$ cat config.mk
export PLATFORM = sky130hd
export DESIGN_NAME = record_exchange_sorter_with_totals
export DESIGN_NICKNAME = d
export VERILOG_FILES = /design/src/sv/rxs_pkg.sv /design/src/sv/rxs_ctrl.sv /design/src/sv/rxs_datapath.sv /design/src/sv/record_exchange_sorter_with_totals.sv
export SDC_FILE = /design/constraint.sdc
export NUM_CORES = 2
export LEC_CHECK = 0
export ABC_AREA = 1
export BUFFER_PORTS_ARGS = -buffer_cell sky130_fd_sc_hd__buf_4
export CAP_MARGIN = 20
export CORE_MARGIN = 2
export CORE_UTILIZATION = 57
export DETAILED_ROUTE_END_ITERATION = 12
export MAX_ROUTING_LAYER = met4
export PLACE_DENSITY = 0.87
export SYNTH_ARGS = -nofsm -noshare
export SYNTH_HDL_FRONTEND = slang
export SYNTH_HIERARCHICAL = 1
export SYNTH_SLANG_ARGS = --single-unit
$ cat constraint.sdc
create_clock -name clk_i -period 10.2 [get_ports clk_i]
set_input_delay 0.51 -clock clk_i [delete_from_list [all_inputs] [get_ports clk_i]]
set_output_delay 0.51 -clock clk_i [all_outputs]
set_load 0.005 [all_outputs]
$ cat src/sv/rxs_pkg.sv
// ----------------------------------------------------------------------------
// rxs_pkg
// record layout, field widths and controller/datapath command types
// ----------------------------------------------------------------------------
package rxs_pkg;

  localparam int unsigned DAY_W   = 5;
  localparam int unsigned MONTH_W = 4;
  localparam int unsigned YEAR_W  = 14;
  localparam int unsigned AMT_W   = 31;
  localparam int unsigned SUM_W   = 36;
  localparam int unsigned KEY_W   = YEAR_W + MONTH_W + DAY_W;

  typedef struct packed {
    logic [DAY_W-1:0]   day;
    logic [MONTH_W-1:0] month;
    logic [YEAR_W-1:0]  year;
    logic [AMT_W-1:0]   amount;
    logic               is_credit;
  } record_t;

  // controller to datapath
  typedef struct packed {
    logic load;   // take the input beat into the store
    logic fetch;  // read slot i
    logic first;  // latch slot i, read slot i+1
    logic scan;   // compare and exchange against slot j
    logic emit;   // slot i is final, drive it out
    logic done;   // last beat of the batch, clear the batch state
  } dp_cmd_t;

  // datapath to controller
  typedef struct packed {
    logic i_last; // i is the last stored slot
    logic j_last; // j is the last stored slot
  } dp_status_t;

  function automatic logic [KEY_W-1:0] date_key(input record_t r);
    date_key = {r.year, r.month, r.day};
  endfunction

endpackage

$ cat src/sv/rxs_ctrl.sv
// ----------------------------------------------------------------------------
// rxs_ctrl
// sequencer for load, sort passes and emit
// ----------------------------------------------------------------------------
module rxs_ctrl
  import rxs_pkg::*;
(
  input  logic       clk_i,
  input  logic       rst_ni,
  input  logic       start_i,
  input  logic       last_i,
  input  dp_status_t status_i,
  output dp_cmd_t    cmd_o,
  output logic       busy_o
);

  localparam logic [1:0] ST_IDLE  = 2'd0;
  localparam logic [1:0] ST_FETCH = 2'd1;
  localparam logic [1:0] ST_FIRST = 2'd2;
  localparam logic [1:0] ST_SCAN  = 2'd3;

  logic [1:0] state_q, state_d;

  always_comb begin
    state_d = state_q;
    cmd_o   = '0;
    unique case (state_q)
      ST_IDLE: begin
        if (start_i) begin
          cmd_o.load = 1'b1;
          if (last_i) state_d = ST_FETCH;
        end
      end
      ST_FETCH: begin
        cmd_o.fetch = 1'b1;
        state_d     = ST_FIRST;
      end
      ST_FIRST: begin
        cmd_o.first = 1'b1;
        if (status_i.i_last) begin
          cmd_o.emit = 1'b1;
          cmd_o.done = 1'b1;
          state_d    = ST_IDLE;
        end else begin
          state_d = ST_SCAN;
        end
      end
      ST_SCAN: begin
        cmd_o.scan = 1'b1;
        if (status_i.j_last) begin
          cmd_o.emit = 1'b1;
          state_d    = ST_FETCH;
        end
      end
      default: begin
        state_d = ST_IDLE;
      end
    endcase
  end

  always_ff @(posedge clk_i or negedge rst_ni) begin
    if (!rst_ni) begin
      state_q <= ST_IDLE;
    end else begin
      state_q <= state_d;
    end
  end

  assign busy_o = (state_q != ST_IDLE);

endmodule

$ cat src/sv/rxs_datapath.sv
// ----------------------------------------------------------------------------
// rxs_datapath
// record store, running sums, pass counters, compare and output register
// ----------------------------------------------------------------------------
module rxs_datapath
  import rxs_pkg::*;
#(
  parameter int unsigned RECORDS = 32
) (
  input  logic               clk_i,
  input  logic               rst_ni,
  input  dp_cmd_t            cmd_i,
  output dp_status_t         status_o,
  input  record_t            rec_i,
  output record_t            rec_o,
  output logic               strobe_o,
  output logic               end_of_run_o,
  output logic [SUM_W-1:0]   total_credits_o,
  output logic [SUM_W-1:0]   total_debits_o,
  output logic [SUM_W-1:0]   total_amount_o,
  output logic               dropped_o
);

  localparam int unsigned IDX_W = $clog2(RECORDS);
  localparam int unsigned CNT_W = $clog2(RECORDS + 1);

  record_t mem [RECORDS];

  logic [CNT_W-1:0] count_q;
  logic [SUM_W-1:0] credit_q, debit_q;
  logic             ovf_q;
  logic [IDX_W-1:0] i_q, j_q;
  record_t          cur_q, cur_d, rd_q;

  logic             full, greater;
  logic             wr_en, rd_en;
  logic [IDX_W-1:0] wr_addr, rd_addr;
  record_t          wr_data;
  logic [SUM_W-1:0] amt_ext;

  assign full    = (count_q == CNT_W'(RECORDS));
  assign greater = (date_key(cur_q) > date_key(rd_q));
  assign amt_ext = SUM_W'(rec_i.amount);

  assign status_o.i_last = ((CNT_W'(i_q) + CNT_W'(1)) == count_q);
  assign status_o.j_last = ((CNT_W'(j_q) + CNT_W'(1)) == count_q);

  // single write port: load appends, scan parks the larger record at slot j
  always_comb begin
    wr_en   = 1'b0;
    wr_addr = count_q[IDX_W-1:0];
    wr_data = rec_i;
    if (cmd_i.load && !full) begin
      wr_en = 1'b1;
    end else if (cmd_i.scan && greater) begin
      wr_en   = 1'b1;
      wr_addr = j_q;
      wr_data = cur_q;
    end
  end

  always_comb begin
    rd_en   = 1'b0;
    rd_addr = i_q;
    if (cmd_i.fetch) begin
      rd_en = 1'b1;
    end else if (cmd_i.first) begin
      rd_en   = !status_o.i_last;
      rd_addr = i_q + IDX_W'(1);
    end else if (cmd_i.scan) begin
      rd_en   = !status_o.j_last;
      rd_addr = j_q + IDX_W'(1);
    end
  end

  always_ff @(posedge clk_i) begin
    if (wr_en) mem[wr_addr] <= wr_data;
    if (rd_en) rd_q <= mem[rd_addr];
  end

  // record held for slot i during its pass
  always_comb begin
    cur_d = cur_q;
    if (cmd_i.first) begin
      cur_d = rd_q;
    end else if (cmd_i.scan && greater) begin
      cur_d = rd_q;
    end
  end

  always_ff @(posedge clk_i) begin
    cur_q <= cur_d;
  end

  always_ff @(posedge clk_i or negedge rst_ni) begin
    if (!rst_ni) begin
      count_q  <= '0;
      credit_q <= '0;
      debit_q  <= '0;
      ovf_q    <= 1'b0;
      i_q      <= '0;
      j_q      <= '0;
    end else begin
      if (cmd_i.load) begin
        if (full) begin
          ovf_q <= 1'b1;
        end else begin
          count_q <= count_q + CNT_W'(1);
          if (rec_i.is_credit) credit_q <= credit_q + amt_ext;
          else                 debit_q  <= debit_q + amt_ext;
        end
      end
      if (cmd_i.first) j_q <= i_q + IDX_W'(1);
      if (cmd_i.scan)  j_q <= j_q + IDX_W'(1);
      if (cmd_i.emit)  i_q <= i_q + IDX_W'(1);
      if (cmd_i.done) begin
        count_q  <= '0;
        credit_q <= '0;
        debit_q  <= '0;
        ovf_q    <= 1'b0;
        i_q      <= '0;
      end
    end
  end

  // output register
  always_ff @(posedge clk_i or negedge rst_ni) begin
    if (!rst_ni) begin
      strobe_o <= 1'b0;
    end else begin
      strobe_o <= cmd_i.emit;
    end
  end

  always_ff @(posedge clk_i) begin
    if (cmd_i.emit) begin
      rec_o           <= cur_d;
      end_of_run_o    <= status_o.i_last;
      total_credits_o <= credit_q;
      total_debits_o  <= debit_q;
      total_amount_o  <= credit_q + debit_q;
      dropped_o       <= ovf_q;
    end
  end

endmodule

$ cat src/sv/record_exchange_sorter_with_totals.sv
// ----------------------------------------------------------------------------
// record_exchange_sorter_with_totals
// collects dated records, sorts them by date and emits them with batch totals
// ----------------------------------------------------------------------------
// after the last beat the sequencer fetches slot i, latches it and scans the
//   later slots, if any; each result is registered at the end of its pass
// the sort makes one compare per cycle while scanning, through the single
//   read port of the record store; no beat is taken while a batch is sorted
// results come with at least a fetch state between them; the receiver cannot stall them
// reset: asynchronous, clears controller, count, sums and drop flag; the
//   store contents are left as they are
// ----------------------------------------------------------------------------
module record_exchange_sorter_with_totals
  import rxs_pkg::*;
#(
  parameter int unsigned RECORDS = 32
) (
  input  logic                 clk_i,
  input  logic                 rst_ni,
  // input beat: taken when start is high and busy is low
  input  logic                 start,
  output logic                 busy,
  input  logic [DAY_W-1:0]     day_i,
  input  logic [MONTH_W-1:0]   month_i,
  input  logic [YEAR_W-1:0]    year_i,
  input  logic [AMT_W-1:0]     amount_cents_i,
  input  logic                 is_credit_i,
  input  logic                 last_i,
  // result beat: valid for exactly the cycle strobe is high
  output logic                 strobe,
  output logic [DAY_W-1:0]     out_day_o,
  output logic [MONTH_W-1:0]   out_month_o,
  output logic [YEAR_W-1:0]    out_year_o,
  output logic [AMT_W-1:0]     out_amount_cents_o,
  output logic                 out_is_credit_o,
  output logic                 end_of_run_o,
  output logic [SUM_W-1:0]     total_credits_o,
  output logic [SUM_W-1:0]     total_debits_o,
  output logic [SUM_W-1:0]     total_amount_o,
  output logic                 dropped_o
);

  dp_cmd_t    cmd;
  dp_status_t status;
  record_t    rec_in, rec_out;

  // pack the incoming beat into one store word
  assign rec_in.day       = day_i;
  assign rec_in.month     = month_i;
  assign rec_in.year      = year_i;
  assign rec_in.amount    = amount_cents_i;
  assign rec_in.is_credit = is_credit_i;

  // sequencer: idle/load, then per pass fetch slot i, latch it, scan j > i
  rxs_ctrl u_ctrl (
    .clk_i    (clk_i),
    .rst_ni   (rst_ni),
    .start_i  (start),
    .last_i   (last_i),
    .status_i (status),
    .cmd_o    (cmd),
    .busy_o   (busy)
  );

  // store, sums and compare; slot i is final at the end of its pass and
  // goes straight to the output register
  rxs_datapath #(
    .RECORDS (RECORDS)
  ) u_dp (
    .clk_i           (clk_i),
    .rst_ni          (rst_ni),
    .cmd_i           (cmd),
    .status_o        (status),
    .rec_i           (rec_in),
    .rec_o           (rec_out),
    .strobe_o        (strobe),
    .end_of_run_o    (end_of_run_o),
    .total_credits_o (total_credits_o),
    .total_debits_o  (total_debits_o),
    .total_amount_o  (total_amount_o),
    .dropped_o       (dropped_o)
  );

  // unpack the emitted record
  assign out_day_o          = rec_out.day;
  assign out_month_o        = rec_out.month;
  assign out_year_o         = rec_out.year;
  assign out_amount_cents_o = rec_out.amount;
  assign out_is_credit_o    = rec_out.is_credit;

endmodule

After elaboration in Yosys (flattened, before gate mapping):

Memory sizes are Yosys's and may differ from the RTL's. A register that Yosys moved wholly into a read port is not among the register bits.
Index checks and enable logic that the tools add are counted.

* flip-flop bits (word level): 312
* bits in latches: 0
* RAM bits: 1760
* bits in read-only memories: 0
* input port bits: 59
* output and inout port bits: 167
* word-level logic and storage cells: 109
* memories: 1

Memory list
* u_dp.mem: depth 32, width 55, rd ports 1, clocked after memory_dff 1, wr ports 1, line rxs_datapath.sv:27 `record_t mem [RECORDS];`

* add/subtract/negate cells: 8
* multiply operators: 0
* div/mod/pow operators: 0
* $lt $le $gt $ge: 1
* equal/unequal tests: 11
* shift-type cells: 0
* multiplexer cells: 48
* bitwise gates (word level): 0
* reduce and logical (&&, ||, !) cells: 17

Operators with widths (number)
* 36-bit two-way mux: 8
* 55-bit two-way mux: 4
* 36-bit by 31-bit adder with 36-bit output: 2
* 5-bit two-way mux: 9
* 36-bit adder: 1
* 23-bit > comparator: 1
* 6-bit two-way mux: 3
* 1-bit two-way mux: 17
* 5-bit by 1-bit adder with 6-bit output (second input constant): 2
* 6-bit == test: 2
* 2-bit nonzero test: 6
* 5-bit by 1-bit adder with 5-bit output (second input constant): 2
* 2-bit two-way mux: 5
* 3-bit AND reduction: 3
* 2-bit one-hot mux with 4 select lines: 1
* 6-bit by 1-bit adder with 6-bit output (second input constant): 1
* 6-bit == test (second input constant): 1
* 2-bit inequality test (second input constant): 3
* 2-bit == test (second input constant): 2
* 2-bit by 1-bit inequality test with 1-bit output (second input constant): 2
* 2-bit AND reduction: 2
* 1-bit logical NOT: 3
* 2-bit by 1-bit == test with 1-bit output (second input constant): 1
* 1-bit logical AND: 2
* 2 further kinds: 2

Depth between registers and ports, before layout:

* depth in word-level cells: 7
* gate-level depth with buffers: 20
* depth with buffers taken out: 18

Hierarchy:

Netlist, hierarchy kept.

By module, submodules not included
* rxs_datapath: times used 1, cells each 8121, area an instance 92253.5 um^2, sequential area each 62810.2 um^2
* rxs_ctrl: times used 1, cells each 33, area an instance 221.5 um^2, sequential area each 50.0 um^2

Least setup slack after synthesis:

Ideal clock, no wire load.

* kind: reg-to-reg
* start: register u_dp.i_q[0]
* end: register u_dp.i_q[2]
* setup time: 0.083 ns
* arrival: 10.416 ns
* required time: 10.117 ns
* setup slack: -0.299 ns
* cell stages (with the launch flop): 14
* buffers on the path: 0
* period minus slack after synthesis: 10.499 ns
* cell sequence: dfrtp_1 ha_1 xnor2_2 or2_2 nand4_1 nor3_1 nand3_1 inv_1 nand2_1 a21oi_1 inv_1 nor2_1 inv_1 o22ai_1

RTL lines
* from (decl): line rxs_datapath.sv:32 `logic [IDX_W-1:0] i_q, j_q;`
* from (signal assigned): line rxs_datapath.sv:115 `if (cmd_i.emit) i_q <= i_q + IDX_W'(1);`

Worst setup path in the final report:

* start: register, netlist name u_dp/rd_q[37]
* end: memory u_dp/mem[7][26] in the netlist's numbering, enable pin

* longest elaborated chain between the ends: 6
* elaborated cells between the ends (all ways): 8
* those cells by class: 1 x order compare; 6 x mux; 1 x reduce/logical

RTL lines
* 23-bit > comparator (*): line rxs_datapath.sv:42 `assign greater = (date_key(cur_q) > date_key(rd_q));`
* 1-bit logical AND (*): line rxs_datapath.sv:55 `end else if (cmd_i.scan && greater) begin`
* 1-bit two-way mux: line rxs_datapath.sv:55
* 1-bit two-way mux: line rxs_datapath.sv:53 `if (cmd_i.load && !full) begin`
* 1-bit two-way mux: line rxs_datapath.sv:77 `if (wr_en) mem[wr_addr] <= wr_data;`
* 1-bit two-way mux (not written as such): line rxs_datapath.sv:77
* to (decl): line rxs_datapath.sv:27

Every way passes the cells marked *; elsewhere a longest branch is shown, timed or not.

==> summary.md <==
| Metric | Value |
|---|---|
| PortBufs | 225 |
| Post-Synthesis Cells | 8154 |
| Die Y | between 400 and 500 um |
| Final net count | 8500 |
| CTS Buf Count | 198 |
| Routed wire length | 271000 um |
| CP arrival | 6.62 ns |
| Starting density of the core | 57.5% |
| Commonest non-fill, non-tap cell in the layout | edfxtp_1 |
| Pwr/cell area | 286 nW/um2 |
| Peak VDD IR | 0.348 mV |
| Max Buffers Root-to-Sink | 3 |
| GRT Total Usage | 33.1% |
| Core ar. | 161000 um2 |
| First drt pass iteration count | 7 |
| Synthesis-to-finish area growth | 11.7% |
| CP Max Fanout | 55 |
| Mapped Area | 92500 um2 |
| Vias per cell | about 6.3 |
| Skew-Pair Late Insertion Delay | 0.87 ns |
| Synth area leaders | edfxtp_1, nand2_1, o211ai_1, inv_1, nand3_1 |
| Largest net degree at the start of global routing | 269 |
| Hpwl dp | approximately 150000 um |
| HP Class | input pin to asynchronous set/reset pin |
| Flops & latches, synth | 2127 |
| Remaining DRCs | 0 |
| Max-slew violation count | 0 |
| RSZ-0062 raised after global routing | no |
| Setup tns final | 0 ns |
| Final Wtd Congestion | 1.00 |
| Leak | 40.6 nW |
| IO Count | 226 |
| Post-DR wirelength/cell | 25.5 um |
| Post-synth EDFFs | about 2000 |
| Final ANT Viol Nets | 0 |
| Peak Freq | 0.161 GHz |
| Library cells used by synthesis | 53 |
| Ratio of cells with drive above 1 in the final layout | 8.96% |
| Startpoint types | flop |
| Final setup fails | 0 |
| Total power draw | approximately 30 mW |
| Fin. Hold Viols | 0 |
| Sequential element share of the synthesized area | 68.0% |
| Die width | around 400 um |
| Net count after synthesis | ~8300 |
| Vias in the first global route | 66198 |
| Synth Flop Type | edfxtp_1 |
| Relative slew slack | 7.33% |
| Layout fillers | roughly 11000 |
| Aggregate global routing overflow | 0 |
| DRT iter0 DRCs | roughly 12000 |
| Data required time of the worst path | approximately 11 ns |
| Post_cts resized | 0 |
| Post-synth top area cell | edfxtp_1 |
| Die ar. | ~170000 um2 |
| Minimum clock period | just over 6 ns |
| Routed vias | 67503 |
| Synth warn | 6 |
| Initial antenna violation count | 5 |
| Period Utilization, post-route | 60.8% |
| Mean post-synth cell area | 11.3 um2 |
| Max-cap violations | 0 |
| CP Class | flop to flop |
| CTS tree | done |
| Root Driver | clkbuf_16 |
| FFs w/ async S/R, synth | 4.33% |
| Status | finished, final reports clean |
| Clock Sinks | 2127 |
| Setup crit end kind | flop |
| Clk slew on worst S/H paths | ~0.07 ns |
| Area share of the largest cell type after synthesis | 64.3% |
| H-tree depth | 4 |
| Worst Max-Slew Pin Slew | 1.39 ns |
| First-pass GRT wire length | slightly below 400000 um |
| Most frequent cells in the layout | edfxtp_1, nand2_1, inv_1 |
| Row cnt | 147 |
| Worst clock skew | between 0.08 and 0.09 ns |
## cell usage after synthesis (all sizes together) (3+ instances only)
cell    number
nand2     1561
or2          5
a31oi       12
xnor2       16
nor2       244
o21ai      534
ha         129
o31ai        6
clkbuf      82
edfxtp    1980
o21a         9
a21o        14
fa           3
dfxtp       55
dfrtp       92
nand4       22
inv       1167
a21oi      343
xor2        28
nor4         6
o211ai     663
nor3        30
buf        335
nand3      774
o21bai      11
nand3b       8
o22ai        7
o221ai       4
## through the flow
stage | hold slack [ns] | utilization [%] | area [um2] | setup slack (ns) | cells
2_1_floorplan | 0.214 | - | 92500 | 3.20 | 8154
3_3_place_gp | 0.429 | 59.8 | 96200 | 4.61 | 10233
3_5_place_dp | 0.431 | 60.0 | 96400 | 4.43 | 10244
4_1_cts | 0.0743 | 64.0 | 103000 | 4.26 | 10618
5_1_grt | 0.120 | 64.3 | 103000 | 3.94 | 10642
6_report | 0.108 | 64.3 | 103000 | 4.00 | 10643
## cell type report
cell class,count,area [um2],area share [%]
diodes,4,10.0,0.00969
flip-flops and latches,2127,62900,60.8
inverters,1167,4400,4.26
repair buffers,372,3240,3.14
well taps,2160,2700,2.62
multi-input cells,4443,23600,22.8
clock inverters,112,1150,1.11
clock buffers,258,5380,5.21
## worst max-delay path, cell delays in order, from the launching register on
cell	delay (ns)
edfxtp_1	0.37
inv_1	0.06
ha_1	0.32
nand2_1	0.12
nor2_1	0.21
nand3_1	0.10
nor2_1	0.36
nand2_1	0.10
nand3_1	0.50
nand3_4	0.34
buf_4	0.42
o21bai_1	0.36
nand2_1	0.53
nor2_4	1.03
buf_4	0.88
## logic make-up after synthesis
group	Yosys count	share of synthesized area, %
AO/OA/AOI/OAI	1612	10.8
adder cells (fa/ha/maj)	132	1.81
AND/OR/NAND/NOR	2655	12.0
buffers and inverters	1584	6.99
XOR/XNOR	44	0.425
flip-flops	2127	68.0
## path summary, 6_finish.rpt
check | start | end | slack (ns) | cells past startpoint
worst max-delay path | u_dp/rd_q[37] | u_dp/mem[7][26] | 4.00 | 14
worst min-delay path | rst_ni | u_dp/strobe_o | 0.11 | 2
worst max register to register | u_dp/rd_q[37] | u_dp/mem[7][26] | 4.00 | 14
worst min register to register | u_dp/ovf_q | u_dp/dropped_o | 0.50 | 0
max in group asynchronous | rst_ni | u_dp/credit_q[21] | 8.67 | 3
min in group clk_i | amount_cents_i[0] | u_dp/credit_q[0] | 0.12 | 3
## report_power, final
| part | total, mW | switching [mW] | internal [mW] | leakage (nW) |
|---|---|---|---|---|
| logic | 10.8 | 7.92 | 2.88 | 17.9 |
| registers | 11.3 | 0.506 | 10.8 | 19.5 |
| clock network | 7.45 | 3.30 | 4.15 | 3.20 |
| total | 29.6 | 11.7 | 17.9 | 40.6 |
## routing by layer
layer	vias to the layer above	share of wire, %	global-route usage (%)
li1	28921	-	-
met1	31575	33	40.1
met2	5726	47	51.3
met3	1281	14	7.19
met4	0	6.7	19.7
met5	-	0	-
## flip-flops by register name (all words and copies together) (netlist names), 36 cells and up
name	flops
u_dp/total_credits_o	36
u_dp/cur_q	55
u_dp/credit_q	36
u_dp/rd_q	55
u_dp/total_debits_o	36
u_dp/rec_o	55
u_dp/total_amount_o	36
u_dp/debit_q	36
u_dp/mem	1760
## repair_timing
action / CTS / global route
hold endpoints to repair: 24 / 0
hold buffers: 4 / 0
buffers inserted: 0 / 0
Power figures use the tool's default switching activity.
